$ cat src/design/ftc_pkg.sv
// Package with the shared constants, types and helper functions of the flame threshold calibrator.
`timescale 1ns / 1ps
`default_nettype none

package ftc_pkg;

    // Samples averaged per block, both in work mode and during a capture.
    localparam int WINDOW_LEN = 10;
    localparam int CNT_W      = $clog2(WINDOW_LEN);

    localparam int SAMPLE_W = 12;
    localparam int SUM_W    = 16;
    localparam int TICK_W   = 10;
    localparam int PHASE_W  = 8;
    localparam int SCALE_W  = 7;
    localparam int PROD_W   = SAMPLE_W + SCALE_W;
    localparam int THR_EXT_W = 13;

    localparam int IN_DATA_W  = 16;
    localparam int OUT_DATA_W = 32;

    localparam int CFG_IDX_W  = 3;
    localparam int CFG_DATA_W = 12;

    // Exact floor(sum / WINDOW_LEN) for a 16-bit sum by a reciprocal multiply.
    localparam int WIN_SHIFT   = SUM_W + 5;
    localparam int WIN_RECIP_W = WIN_SHIFT + 1;
    localparam logic [WIN_RECIP_W-1:0] WIN_RECIP =
        WIN_RECIP_W'(((2 ** WIN_SHIFT) + WINDOW_LEN - 1) / WINDOW_LEN);

    // Exact floor(x / 100) for a 19-bit product by a reciprocal multiply.
    localparam int HUND_SHIFT   = PROD_W + 7;
    localparam int HUND_RECIP_W = 20;
    localparam logic [HUND_RECIP_W-1:0] HUND_RECIP =
        HUND_RECIP_W'(((2 ** HUND_SHIFT) + 99) / 100);

    localparam logic [SAMPLE_W-1:0] THR_MAX  = '1;
    localparam logic [TICK_W-1:0]   TICK_MAX = '1;

    // Reset values of the configuration registers.
    localparam logic [TICK_W-1:0]  HOLD_TICKS_RST    = TICK_W'(300);
    localparam logic [PHASE_W-1:0] PROG_BLINK_RST    = PHASE_W'(10);
    localparam logic [TICK_W-1:0]  STARTUP_TICKS_RST = TICK_W'(120);
    localparam logic [PHASE_W-1:0] START_BLINK_RST   = PHASE_W'(20);
    localparam logic [SCALE_W-1:0] SCALE_RST         = SCALE_W'(95);
    localparam logic [SAMPLE_W-1:0] THR_PRELOAD_RST  = '0;

    typedef enum logic [CFG_IDX_W-1:0] {
        CFG_HOLD_TICKS    = 3'd0,
        CFG_PROG_BLINK    = 3'd1,
        CFG_STARTUP_TICKS = 3'd2,
        CFG_START_BLINK   = 3'd3,
        CFG_SCALE         = 3'd4,
        CFG_THR_PRELOAD   = 3'd5
    } t_cfg_idx;

    // Mode as seen on the result beat.
    localparam logic [1:0] MODE_CODE_STARTUP = 2'd0;
    localparam logic [1:0] MODE_CODE_WORK    = 2'd1;
    localparam logic [1:0] MODE_CODE_PROGRAM = 2'd2;
    localparam logic [1:0] MODE_CODE_CAPTURE = 2'd3;

    // Result beat layout.
    localparam int OUT_FLAME_BIT = 0;
    localparam int OUT_LED_BIT   = 1;
    localparam int OUT_MODE_LSB  = 2;
    localparam int OUT_THR_LSB   = 4;
    localparam int OUT_AVG_LSB   = 16;

    function automatic logic [SAMPLE_W-1:0] div_window(input logic [SUM_W-1:0] sum);
        logic [SUM_W+WIN_RECIP_W-1:0] prod;
        prod = (SUM_W+WIN_RECIP_W)'(sum) * (SUM_W+WIN_RECIP_W)'(WIN_RECIP);
        return prod[WIN_SHIFT +: SAMPLE_W];
    endfunction

    function automatic logic [THR_EXT_W-1:0] div_hundred(input logic [PROD_W-1:0] x);
        logic [PROD_W+HUND_RECIP_W-1:0] prod;
        prod = (PROD_W+HUND_RECIP_W)'(x) * (PROD_W+HUND_RECIP_W)'(HUND_RECIP);
        return prod[HUND_SHIFT +: THR_EXT_W];
    endfunction

endpackage

`default_nettype wire

$ cat src/design/flame_threshold_calibrator.sv
// Top level of the flame threshold calibrator: tick registers, mode logic and result register.
//
//  Channel  | Direction | Beat contents (lowest bit first)
//  ---------+-----------+-----------------------------------------------------------
//  s_axis   | in        | sample[11:0], button_pressed[12], zero pad to 16 bits
//  m_axis   | out       | flame, led, mode[1:0], threshold[11:0], average[11:0], pad to 32
//  i_cfg_*  | in        | write enable, register index (0..5), 12-bit write data
//
// An accepted tick passes through the input register to the mode logic, and its result
// leaves the result register the cycle after, so one tick per cycle flows in steady state
// while m_axis does not stall. The tick that completes a calibration capture holds the input
// through block average, then average times scale, then the divide by one hundred.
// Reset is synchronous; it clears all control state with no clearing pass.
// A stall on m_axis holds the result register and backs up through the input register.
`timescale 1ns / 1ps
`default_nettype none

module flame_threshold_calibrator
    import ftc_pkg::*;
(
    input  wire                   i_clk,
    input  wire                   i_rst_n,
    input  wire                   s_axis_tvalid,
    output logic                  s_axis_tready,
    // sample[11:0], button_pressed[12], zeros above
    input  wire  [IN_DATA_W-1:0]  s_axis_tdata,
    output logic                  m_axis_tvalid,
    input  wire                   m_axis_tready,
    // flame_detected[0], indicator_led[1], mode_now[3:2], threshold_level[15:4],
    // block_average[27:16], zeros above
    output logic [OUT_DATA_W-1:0] m_axis_tdata,
    input  wire                   i_cfg_we,
    input  wire  [CFG_IDX_W-1:0]  i_cfg_idx,
    input  wire  [CFG_DATA_W-1:0] i_cfg_data
);

    typedef enum logic [5:0] {
        MODE_STARTUP   = 6'b000001,
        MODE_WORK      = 6'b000010,
        MODE_PROGRAM   = 6'b000100,
        MODE_CAPTURE   = 6'b001000,
        MODE_CAL_AVG   = 6'b010000,
        MODE_CAL_SCALE = 6'b100000
    } t_mode;

    // Configuration registers.
    logic [TICK_W-1:0]  r_hold_ticks;
    logic [PHASE_W-1:0] r_prog_blink;
    logic [TICK_W-1:0]  r_startup_ticks;
    logic [PHASE_W-1:0] r_start_blink;
    logic [SCALE_W-1:0] r_scale;

    // Input register.
    logic                r_in_valid;
    logic [SAMPLE_W-1:0] r_in_sample;
    logic                r_in_press;

    // Mode state.
    t_mode               r_mode, n_mode;
    logic [CNT_W-1:0]    r_win_cnt, n_win_cnt;
    logic [SUM_W-1:0]    r_win_sum, n_win_sum;
    logic [SAMPLE_W-1:0] r_avg, n_avg;
    logic [SAMPLE_W-1:0] r_thr, n_thr;
    logic [TICK_W-1:0]   r_tick, n_tick;
    logic [PHASE_W-1:0]  r_phase, n_phase;
    logic                r_led, n_led;
    logic                r_flame, n_flame;
    logic [SAMPLE_W-1:0] r_cal_avg, n_cal_avg;
    logic [PROD_W-1:0]   r_cal_prod, n_cal_prod;

    // Result register.
    logic                  r_out_valid;
    logic [OUT_DATA_W-1:0] r_out_data, n_out_data;

    logic                  out_free;
    logic                  take_tick;
    logic                  emit;
    logic [SUM_W-1:0]      sum_add;
    logic [SAMPLE_W-1:0]   sum_avg;
    logic                  win_last;
    logic [PHASE_W-1:0]    phase_step;
    logic [PHASE_W-1:0]    blink_period;
    logic [TICK_W-1:0]     tick_inc;
    logic [THR_EXT_W-1:0]  thr_scaled;
    logic [1:0]            mode_code;

    assign out_free      = !r_out_valid || m_axis_tready;
    assign take_tick     = r_in_valid && out_free &&
                           (r_mode != MODE_CAL_AVG) && (r_mode != MODE_CAL_SCALE);
    assign s_axis_tready = !r_in_valid || take_tick;

    assign sum_add    = r_win_sum + SUM_W'(r_in_sample);
    assign sum_avg    = div_window(sum_add);
    assign win_last   = (r_win_cnt == CNT_W'(WINDOW_LEN - 1));
    assign phase_step = r_phase + PHASE_W'(1);
    assign tick_inc   = (r_tick == TICK_MAX) ? r_tick : r_tick + TICK_W'(1);
    assign thr_scaled = div_hundred(r_cal_prod);
    assign blink_period = (r_mode == MODE_STARTUP) ? r_start_blink : r_prog_blink;

    always_comb begin
        n_mode     = r_mode;
        n_win_cnt  = r_win_cnt;
        n_win_sum  = r_win_sum;
        n_avg      = r_avg;
        n_thr      = r_thr;
        n_tick     = r_tick;
        n_phase    = r_phase;
        n_led      = r_led;
        n_flame    = r_flame;
        n_cal_avg  = r_cal_avg;
        n_cal_prod = r_cal_prod;
        emit       = 1'b0;

        // Shared LED blinker for startup and program modes.
        if ((r_mode == MODE_STARTUP) || (r_mode == MODE_PROGRAM)) begin
            if (phase_step >= blink_period) begin
                n_phase = '0;
                n_led   = !r_led;
            end else begin
                n_phase = phase_step;
            end
        end

        case (r_mode)
            MODE_STARTUP: begin
                if (take_tick) begin
                    emit   = 1'b1;
                    n_tick = tick_inc;
                    if (tick_inc >= r_startup_ticks) begin
                        n_led   = 1'b1;
                        n_mode  = MODE_WORK;
                        n_tick  = '0;
                        n_phase = '0;
                    end
                end else begin
                    n_phase = r_phase;
                    n_led   = r_led;
                end
            end
            MODE_WORK: begin
                if (take_tick) begin
                    emit      = 1'b1;
                    n_win_sum = sum_add;
                    n_win_cnt = r_win_cnt + CNT_W'(1);
                    if (win_last) begin
                        n_avg     = sum_avg;
                        n_win_sum = '0;
                        n_win_cnt = '0;
                    end
                    n_flame = (n_avg >= r_thr);
                    n_tick  = r_in_press ? tick_inc : '0;
                    if (n_tick >= r_hold_ticks) begin
                        n_mode  = MODE_PROGRAM;
                        n_tick  = '0;
                        n_phase = '0;
                    end
                end
            end
            MODE_PROGRAM: begin
                if (take_tick) begin
                    emit = 1'b1;
                    if (!r_in_press) begin
                        n_mode    = MODE_CAPTURE;
                        n_win_cnt = '0;
                        n_win_sum = '0;
                    end
                end else begin
                    n_phase = r_phase;
                    n_led   = r_led;
                end
            end
            MODE_CAPTURE: begin
                if (take_tick) begin
                    n_win_sum = sum_add;
                    n_win_cnt = r_win_cnt + CNT_W'(1);
                    if (win_last) begin
                        // The result of this tick leaves once the new threshold is ready.
                        n_cal_avg = sum_avg;
                        n_win_sum = '0;
                        n_win_cnt = '0;
                        n_mode    = MODE_CAL_AVG;
                    end else begin
                        emit = 1'b1;
                    end
                end
            end
            MODE_CAL_AVG: begin
                n_cal_prod = PROD_W'(r_cal_avg) * PROD_W'(r_scale);
                n_mode     = MODE_CAL_SCALE;
            end
            MODE_CAL_SCALE: begin
                if (out_free) begin
                    emit    = 1'b1;
                    n_thr   = (thr_scaled > THR_EXT_W'(THR_MAX)) ? THR_MAX
                                                                 : thr_scaled[SAMPLE_W-1:0];
                    n_led   = 1'b1;
                    n_mode  = MODE_WORK;
                    n_tick  = '0;
                    n_phase = '0;
                end
            end
            default: begin
                n_mode = MODE_STARTUP;
            end
        endcase
    end

    always_comb begin
        case (n_mode)
            MODE_STARTUP:   mode_code = MODE_CODE_STARTUP;
            MODE_WORK:      mode_code = MODE_CODE_WORK;
            MODE_PROGRAM:   mode_code = MODE_CODE_PROGRAM;
            default:        mode_code = MODE_CODE_CAPTURE;
        endcase
        n_out_data                         = '0;
        n_out_data[OUT_FLAME_BIT]          = n_flame;
        n_out_data[OUT_LED_BIT]            = n_led;
        n_out_data[OUT_MODE_LSB +: 2]      = mode_code;
        n_out_data[OUT_THR_LSB +: SAMPLE_W] = n_thr;
        n_out_data[OUT_AVG_LSB +: SAMPLE_W] = n_avg;
    end

    // Configuration registers.
    always_ff @(posedge i_clk) begin
        if (!i_rst_n) begin
            r_hold_ticks    <= HOLD_TICKS_RST;
            r_prog_blink    <= PROG_BLINK_RST;
            r_startup_ticks <= STARTUP_TICKS_RST;
            r_start_blink   <= START_BLINK_RST;
            r_scale         <= SCALE_RST;
        end else if (i_cfg_we) begin
            case (i_cfg_idx)
                CFG_HOLD_TICKS:    r_hold_ticks    <= i_cfg_data[TICK_W-1:0];
                CFG_PROG_BLINK:    r_prog_blink    <= i_cfg_data[PHASE_W-1:0];
                CFG_STARTUP_TICKS: r_startup_ticks <= i_cfg_data[TICK_W-1:0];
                CFG_START_BLINK:   r_start_blink   <= i_cfg_data[PHASE_W-1:0];
                CFG_SCALE:         r_scale         <= i_cfg_data[SCALE_W-1:0];
                default: begin
                end
            endcase
        end
    end

    // Input register.
    always_ff @(posedge i_clk) begin
        if (!i_rst_n) begin
            r_in_valid <= 1'b0;
        end else if (s_axis_tready) begin
            r_in_valid <= s_axis_tvalid;
        end
    end

    always_ff @(posedge i_clk) begin
        if (s_axis_tready && s_axis_tvalid) begin
            r_in_sample <= s_axis_tdata[SAMPLE_W-1:0];
            r_in_press  <= s_axis_tdata[SAMPLE_W];
        end
    end

    // Mode state.
    always_ff @(posedge i_clk) begin
        if (!i_rst_n) begin
            r_mode    <= MODE_STARTUP;
            r_win_cnt <= '0;
            r_win_sum <= '0;
            r_avg     <= '0;
            r_thr     <= THR_PRELOAD_RST;
            r_tick    <= '0;
            r_phase   <= '0;
            r_led     <= 1'b1;
            r_flame   <= 1'b0;
        end else begin
            r_mode    <= n_mode;
            r_win_cnt <= n_win_cnt;
            r_win_sum <= n_win_sum;
            r_avg     <= n_avg;
            r_tick    <= n_tick;
            r_phase   <= n_phase;
            r_led     <= n_led;
            r_flame   <= n_flame;
            // A preload write stands for the stored setting and takes effect at once.
            if (i_cfg_we && (i_cfg_idx == CFG_THR_PRELOAD)) begin
                r_thr <= i_cfg_data[SAMPLE_W-1:0];
            end else begin
                r_thr <= n_thr;
            end
        end
    end

    always_ff @(posedge i_clk) begin
        r_cal_avg  <= n_cal_avg;
        r_cal_prod <= n_cal_prod;
    end

    // Result register.
    always_ff @(posedge i_clk) begin
        if (!i_rst_n) begin
            r_out_valid <= 1'b0;
        end else if (out_free) begin
            r_out_valid <= emit;
        end
    end

    always_ff @(posedge i_clk) begin
        if (emit) begin
            r_out_data <= n_out_data;
        end
    end

    assign m_axis_tvalid = r_out_valid;
    assign m_axis_tdata  = r_out_data;

endmodule

`default_nettype wire

$ cat config.mk
export PLATFORM = sky130hd
export DESIGN_NAME = flame_threshold_calibrator
export DESIGN_NICKNAME = d
export VERILOG_FILES = /design/src/design/ftc_pkg.sv /design/src/design/flame_threshold_calibrator.sv
export SDC_FILE = /design/constraint.sdc
export NUM_CORES = 1
export LEC_CHECK = 0
export ABC_AREA = 1
export ABC_CLOCK_PERIOD_IN_PS = 14900
export BUFFER_PORTS_ARGS = -buffer_cell sky130_fd_sc_hd__buf_2
export CAP_MARGIN = 20
export CORE_MARGIN = 2
export CORE_UTILIZATION = 50
export DETAILED_ROUTE_END_ITERATION = 8
export PLACE_DENSITY_LB_ADDON = 0.25
export SLEW_MARGIN = 0
export SYNTH_ARGS = -nofsm -noshare
export SYNTH_HDL_FRONTEND = slang
export SYNTH_SLANG_ARGS = --single-unit
$ cat constraint.sdc
create_clock -name i_clk -period 14.9 [get_ports i_clk]
set_input_delay 2.235 -clock i_clk [delete_from_list [all_inputs] [get_ports i_clk]]
set_output_delay 2.235 -clock i_clk [all_outputs]
set_load 0.02 [all_outputs]
# ---- Word-level counts from Yosys, hierarchy flattened
# Cells that the tools add are included.
dict set report op_classes {
  mul 3
  n_bitwise 0
  reduce_logical 25
  div 0
  shifts 0
  muxes 62
  addsub 4
  n_eq_ne 24
  n_lt_le_gt_ge 5
}
# op n
set ops {}
lappend ops {{two-way mux 12 bit} 9}
lappend ops {{two-way mux 8 bit} 9}
lappend ops {{two-way mux 10 bit} 7}
lappend ops {{two-way mux 16 bit} 4}
lappend ops {{two-way mux 6 bit} 9}
lappend ops {{multiplier 19 x 20 -> 39 bit (second input constant)} 1}
lappend ops {{case mux 6 bit (6 select lines)} 1}
lappend ops {{case mux 16 bit (2 select lines)} 1}
lappend ops {{case mux 8 bit (4 select lines)} 1}
lappend ops {{multiplier 16 x 16 -> 31 bit (second input constant)} 1}
lappend ops {{case mux 10 bit (3 select lines)} 1}
lappend ops {{greater-or-equal comparator 10 bit} 2}
lappend ops {{multiplier 12 x 7 -> 19 bit} 1}
lappend ops {{adder 16 x 12 -> 16 bit} 1}
lappend ops {{two-way mux 4 bit} 4}
lappend ops {{greater-than comparator 13 x 12 -> 1 bit (second input constant)} 1}
lappend ops {{equality test 6 x 1 -> 1 bit (second input constant)} 2}
lappend ops {{equality test 6 x 2 -> 1 bit (second input constant)} 2}
lappend ops {{equality test 6 x 3 -> 1 bit (second input constant)} 2}
lappend ops {{greater-or-equal comparator 12 bit} 1}
lappend ops {{two-way mux 1 bit} 12}
lappend ops {{AND reduction 2 bit} 6}
lappend ops {{adder 10 x 1 -> 10 bit (second input constant)} 1}
lappend ops {{equality test 10 bit (second input constant)} 1}
lappend ops {{27 further kinds} 43}
dict set report word_totals {
  output_inout_bits 34
  ff_bits 187
  ramBits 0
  latchBits 0
  mem_count 0
  rom_bits 0
}

# ---- Longest topological paths before layout
dict set report depth {
  ltp_word 10
  depth_mapped 40
}

# ---- Worst setup path after synthesis
# Ideal clock, no wire load.
dict set report synth_path {
  kind {reg2reg}
  start {register r_in_sample[0]}
  end {register r_out_data[0] (netlist: m_axis_tdata[0]), data pin}
  required_ns 14.643
  path_buffers 0
  stages_incl_launch_ff 39
  slack_ns 7.636
  synth_period_minus_slack_ns 7.264
  arrival_time_ns 7.007
  cell_sequence {edfxtp_1 ha_1 fa_1 nand3_1 nand2_1 nand4_1 nand2_1 a21boi_0 o21bai_1 or2_2 nand2_1 inv_1 ha_1 inv_1 fa_1 fa_1 inv_1 fa_1 [... 3 more ...] ha_1 ha_1 nand2_1 nor2_1 inv_1 nor4_1 nand2_1 nand2_1 nand2_1 nand3_1 nand2_1 ha_1 a21oi_1 o21ai_0 o21bai_1 nand2_1 a21oi_1 nor2_1}
}
dict set report synth_between {
  elab_chain_cells 8
}
# element line
set synth_lines {}
lappend synth_lines {{start, declared} flame_threshold_calibrator.sv:55} ;# logic [SAMPLE_W-1:0] r_in_sample;
lappend synth_lines {{start signal, assigned} flame_threshold_calibrator.sv:255} ;# r_in_sample <= s_axis_tdata[SAMPLE_W-1:0];
lappend synth_lines {{adder 16 x 12 -> 16 bit} flame_threshold_calibrator.sv:92} ;# assign sum_add = r_win_sum + SUM_W'(r_in_sample);
lappend synth_lines {{multiplier 16 x 16 -> 31 bit} ftc_pkg.sv:72} ;# prod = (SUM_W+WIN_RECIP_W)'(sum) * (SUM_W+WIN_RECIP_W)'(WIN_RECIP);
lappend synth_lines {{two-way mux 12 bit} flame_threshold_calibrator.sv:145} ;# if (win_last) begin
lappend synth_lines {{two-way mux 12 bit} flame_threshold_calibrator.sv:141} ;# if (take_tick) begin
lappend synth_lines {{two-way mux 12 bit} flame_threshold_calibrator.sv:124} ;# case (r_mode)
lappend synth_lines {{greater-or-equal comparator 12 bit} flame_threshold_calibrator.sv:150} ;# n_flame = (n_avg >= r_thr);
lappend synth_lines {{two-way mux 1 bit} flame_threshold_calibrator.sv:141}
lappend synth_lines {{two-way mux 1 bit} flame_threshold_calibrator.sv:124}
lappend synth_lines {{named net n_flame} flame_threshold_calibrator.sv:67} ;# logic r_flame, n_flame;
lappend synth_lines {{end signal, assigned} flame_threshold_calibrator.sv:306} ;# r_out_data <= n_out_data;
lappend synth_lines {{end, declared} flame_threshold_calibrator.sv:73} ;# logic [OUT_DATA_W-1:0] r_out_data, n_out_data;
# The timed path passes the listed nets, and every way through them passes these cells. The select of a mux whose other input is x is not followed.
# A chain may end at the register's enable or synchronous reset.

# ---- Worst setup path in the final report
# Ends and elaborated chain as after synthesis.

==> results.toml <==
[timing]
slew_viol_final = 0
rsz0062_at_grt = "false"
fin_skew_ns = 0.0149
hold_viol_final = 0
min_period_over_period_pct = 55.8
max_freq_mhz = 120
fin_tns_setup_ns = 0
worstMarginPinSlew_ns = 0.885
setup_viol = 0
min_period_ns = 8.31
max-slew-margin-rel_pct = 41.0

[place]
postPlaceCellArea_um2 = 24800
io_buffers = 62
gp_congestion = 0.954
hpwl_um = 49900

[clock_tree]
post_cts_buffers = 0
clock_tree.root_cell = "clkbuf_16"
h-tree-depth = 4
clock_path_buffers = 2
cts_sinks = 187
cts_tree = "built"
cts_buffers = 17
cts_hold_buf = 0
ctsResizeCount = 0
clk-insertion-delay-late_ns = 0.49
cts.clk_slew.worst_paths_ns = 0.08

[logic_synthesis]
yosysSeqAreaShare_pct = 18.7
synth-seq-cells = 187
syn_avg_cell_area_um2 = 8.05
synth_cells = 2960
synth_cell_types = 62
synth_edf_count = 72
ys_warn_count = 0
syn-cell-area_um2 = 23800
ys_async_sr_fraction_pct = 0
synth_flop_cell = "dfxtp_1"

[worst_setup_path]
path_common_cell = "nand2_1"
required_ns = 15.14
reg2reg_slack_ns = 6.59
setup.worst_path.class = "reg2reg"
crit_slowest_cell = "fa_1"
slowest_delay_ns = 0.56
end_kind = "flip-flop"
cp-start-kind = "flip-flop"
worstPathArrival_ns = 8.55
path_max_fanout = 5

[global_route]
global_route.overflow_total = 0
antenna_found_initial = 1
grt_max_degree = 74
track_usage_pct = 25.0
grt_pass1_wl_um = 98300
grt_pass1_vias = 19464

[finish]
layout_common_cells = "inv_1 (662), nand2_1 (594), ha_1 (379), fa_1 (255), nor2_1 (200)"
drive_above_1_share_pct = 5.09
diodes = 0
fin_area_um2 = 25400
area_delta_synth_final_pct = 6.78
finalNetCount = 3682
final_util_pct = 54.4
layout_commonest_cell = "inv_1"

[floorplanning]
rows = 79
die-area_um2 = 49400
ios = 70
die_y_um = 222
dieWidth_um = 222
start_util_pct = 51.0
core_um2 = 46800

[power]
p_per_area_nw_per_um2 = 104
swShare_pct = 47.5
p_clk_share_pct = 19.1
vdd_drop_max_uv = 115
finalPower_w = 0.00265
intPower_w = 0.00139
p_switching_w = 0.00126
comb_power_share_pct = 57.3
seq_power_share_pct = 23.6
p_leak_nw = 13.8

[detailed_routing]
post_drt_via_cell_ratio = 5.22
drtIter0Drc = 1110
wl_per_cell_um = 16.3
antenna_left = 0
drt_first_pass_iters = 6
drc = 0
dr_total_vias = 18968
drt-total-wl_um = 59200

[run_status]
status = "finished, final reports clean"

[flow_run]
drv_cap = 0

[min_path]
min_path_type = "reg2reg"
==> path summary, 6_finish.rpt <==
kind | from | end | cells after the start
max | r_in_sample[0] | m_axis_tdata[0] | 38
min reg2reg | r_start_blink[0] | r_start_blink[0] | 2
max reg2reg | r_in_sample[0] | m_axis_tdata[0] | 38
min | r_start_blink[0] | r_start_blink[0] | 2
==> sequential cells by signal, indices dropped and copies added, names as in the netlist, 10 cells and up <==
name and count:
m_axis_tdata 28, r_startup_ticks 10, r_avg 12, r_in_sample 12
r_thr 12, r_cal_avg 12, r_hold_ticks 10, r_win_sum 16
r_tick 10, r_cal_prod 19
==> stage by stage <==
step                      setup WS (ns)  instances  hold WS (ns)
final                              6.59       3632         0.460
after global routing               5.95       3632         0.489
after CTS                          6.59       3630         0.461
after detailed placement           6.61       3598         0.442
after global placement             6.72       3598         0.436
after floorplan                    7.64       2963         0.425
==> cells in the mapped netlist, types with 4 or more instances <==
master    instances  share of area [%]
a21oi_1         166                3.5
nor4_1            8               0.21
or2_1             5               0.13
nand2_2           7               0.18
clkbuf_1         22               0.35
o21bai_1         15               0.47
a21oi_2           4               0.15
o211ai_1         11               0.35
nor3_1           21               0.44
ha_1            379                 20
nand3_1         117                2.5
o22ai_1           5               0.13
nor2_1          200                3.2
nand2_1         594                9.4
nor2_2            8               0.21
fa_1            255                 21
a21o_1           13               0.41
xnor2_1          14               0.51
nand4_1          19               0.50
and2_1            7               0.18
xor2_1           34                1.3
or2_2             9               0.24
a21boi_0          4               0.13
dfxtp_1         115                9.7
mux2i_1           7               0.29
o21a_1            4               0.13
buf_2             9               0.19
buf_4             7               0.22
edfxtp_1         72                9.1
inv_1           662                 10
o21ai_0          85                1.8
a31oi_1          13               0.34
o21ai_1          14               0.29
nand3b_1          8               0.25
inv_2             4              0.063
==> critical path: cells and delay by family (launching register included) <==
family | cells | cell delay (ns)
flops | 1 | 0.37
compound gates | 6 | 1.04
buf+inv | 6 | 0.53
simple gates | 16 | 1.97
fa+ha+maj | 10 | 4.17
==> area by class of cell <==
type | count | area [µm²]
Clock buffer | 20 | 479
Clock inverter | 12 | 174
Fill cell | 4449 | 21300
Inverter | 669 | 2510
Multi-Input combinational cell | 2063 | 16600
Sequential cell | 187 | 4460
Tap cell | 607 | 759
Timing Repair Buffer | 74 | 420
==> metal layers <==
metal / vias to the layer above / GRT usage, % / part of all wire, %
li1: 9418 / - / -
met1: 8985 / 32.8 / 45
met2: 489 / 42.6 / 48
met3: 76 / 3.19 / 4.8
met4: 0 / 8.72 / 2.7
met5: - / 0 / 0
==> cells by family after synthesis <==
family	Yosys count	share of synthesized area (%)
AOI/OAI and AO/OA	351	8.27
other	1	0.0157
buffers and inverters	713	11.5
adders and majority gates	634	41.3
and+or+nand+nor	1017	17.9
DFF	187	18.7
muxes	7	0.294
xor gates and xnor gates	50	1.90
==> power groups by stage <==
stage          sequential (W)  combinational, W  clock (W)
5_1_grt              0.000629           0.00174   0.000532
3_3_place_gp         0.000635           0.00148          0
3_5_place_dp         0.000636           0.00150          0
2_1_floorplan        0.000645           0.00110          0
4_1_cts              0.000624           0.00152   0.000515
6_report             0.000625           0.00152   0.000505
No activity file was read; power rests on OpenSTA's default activity.
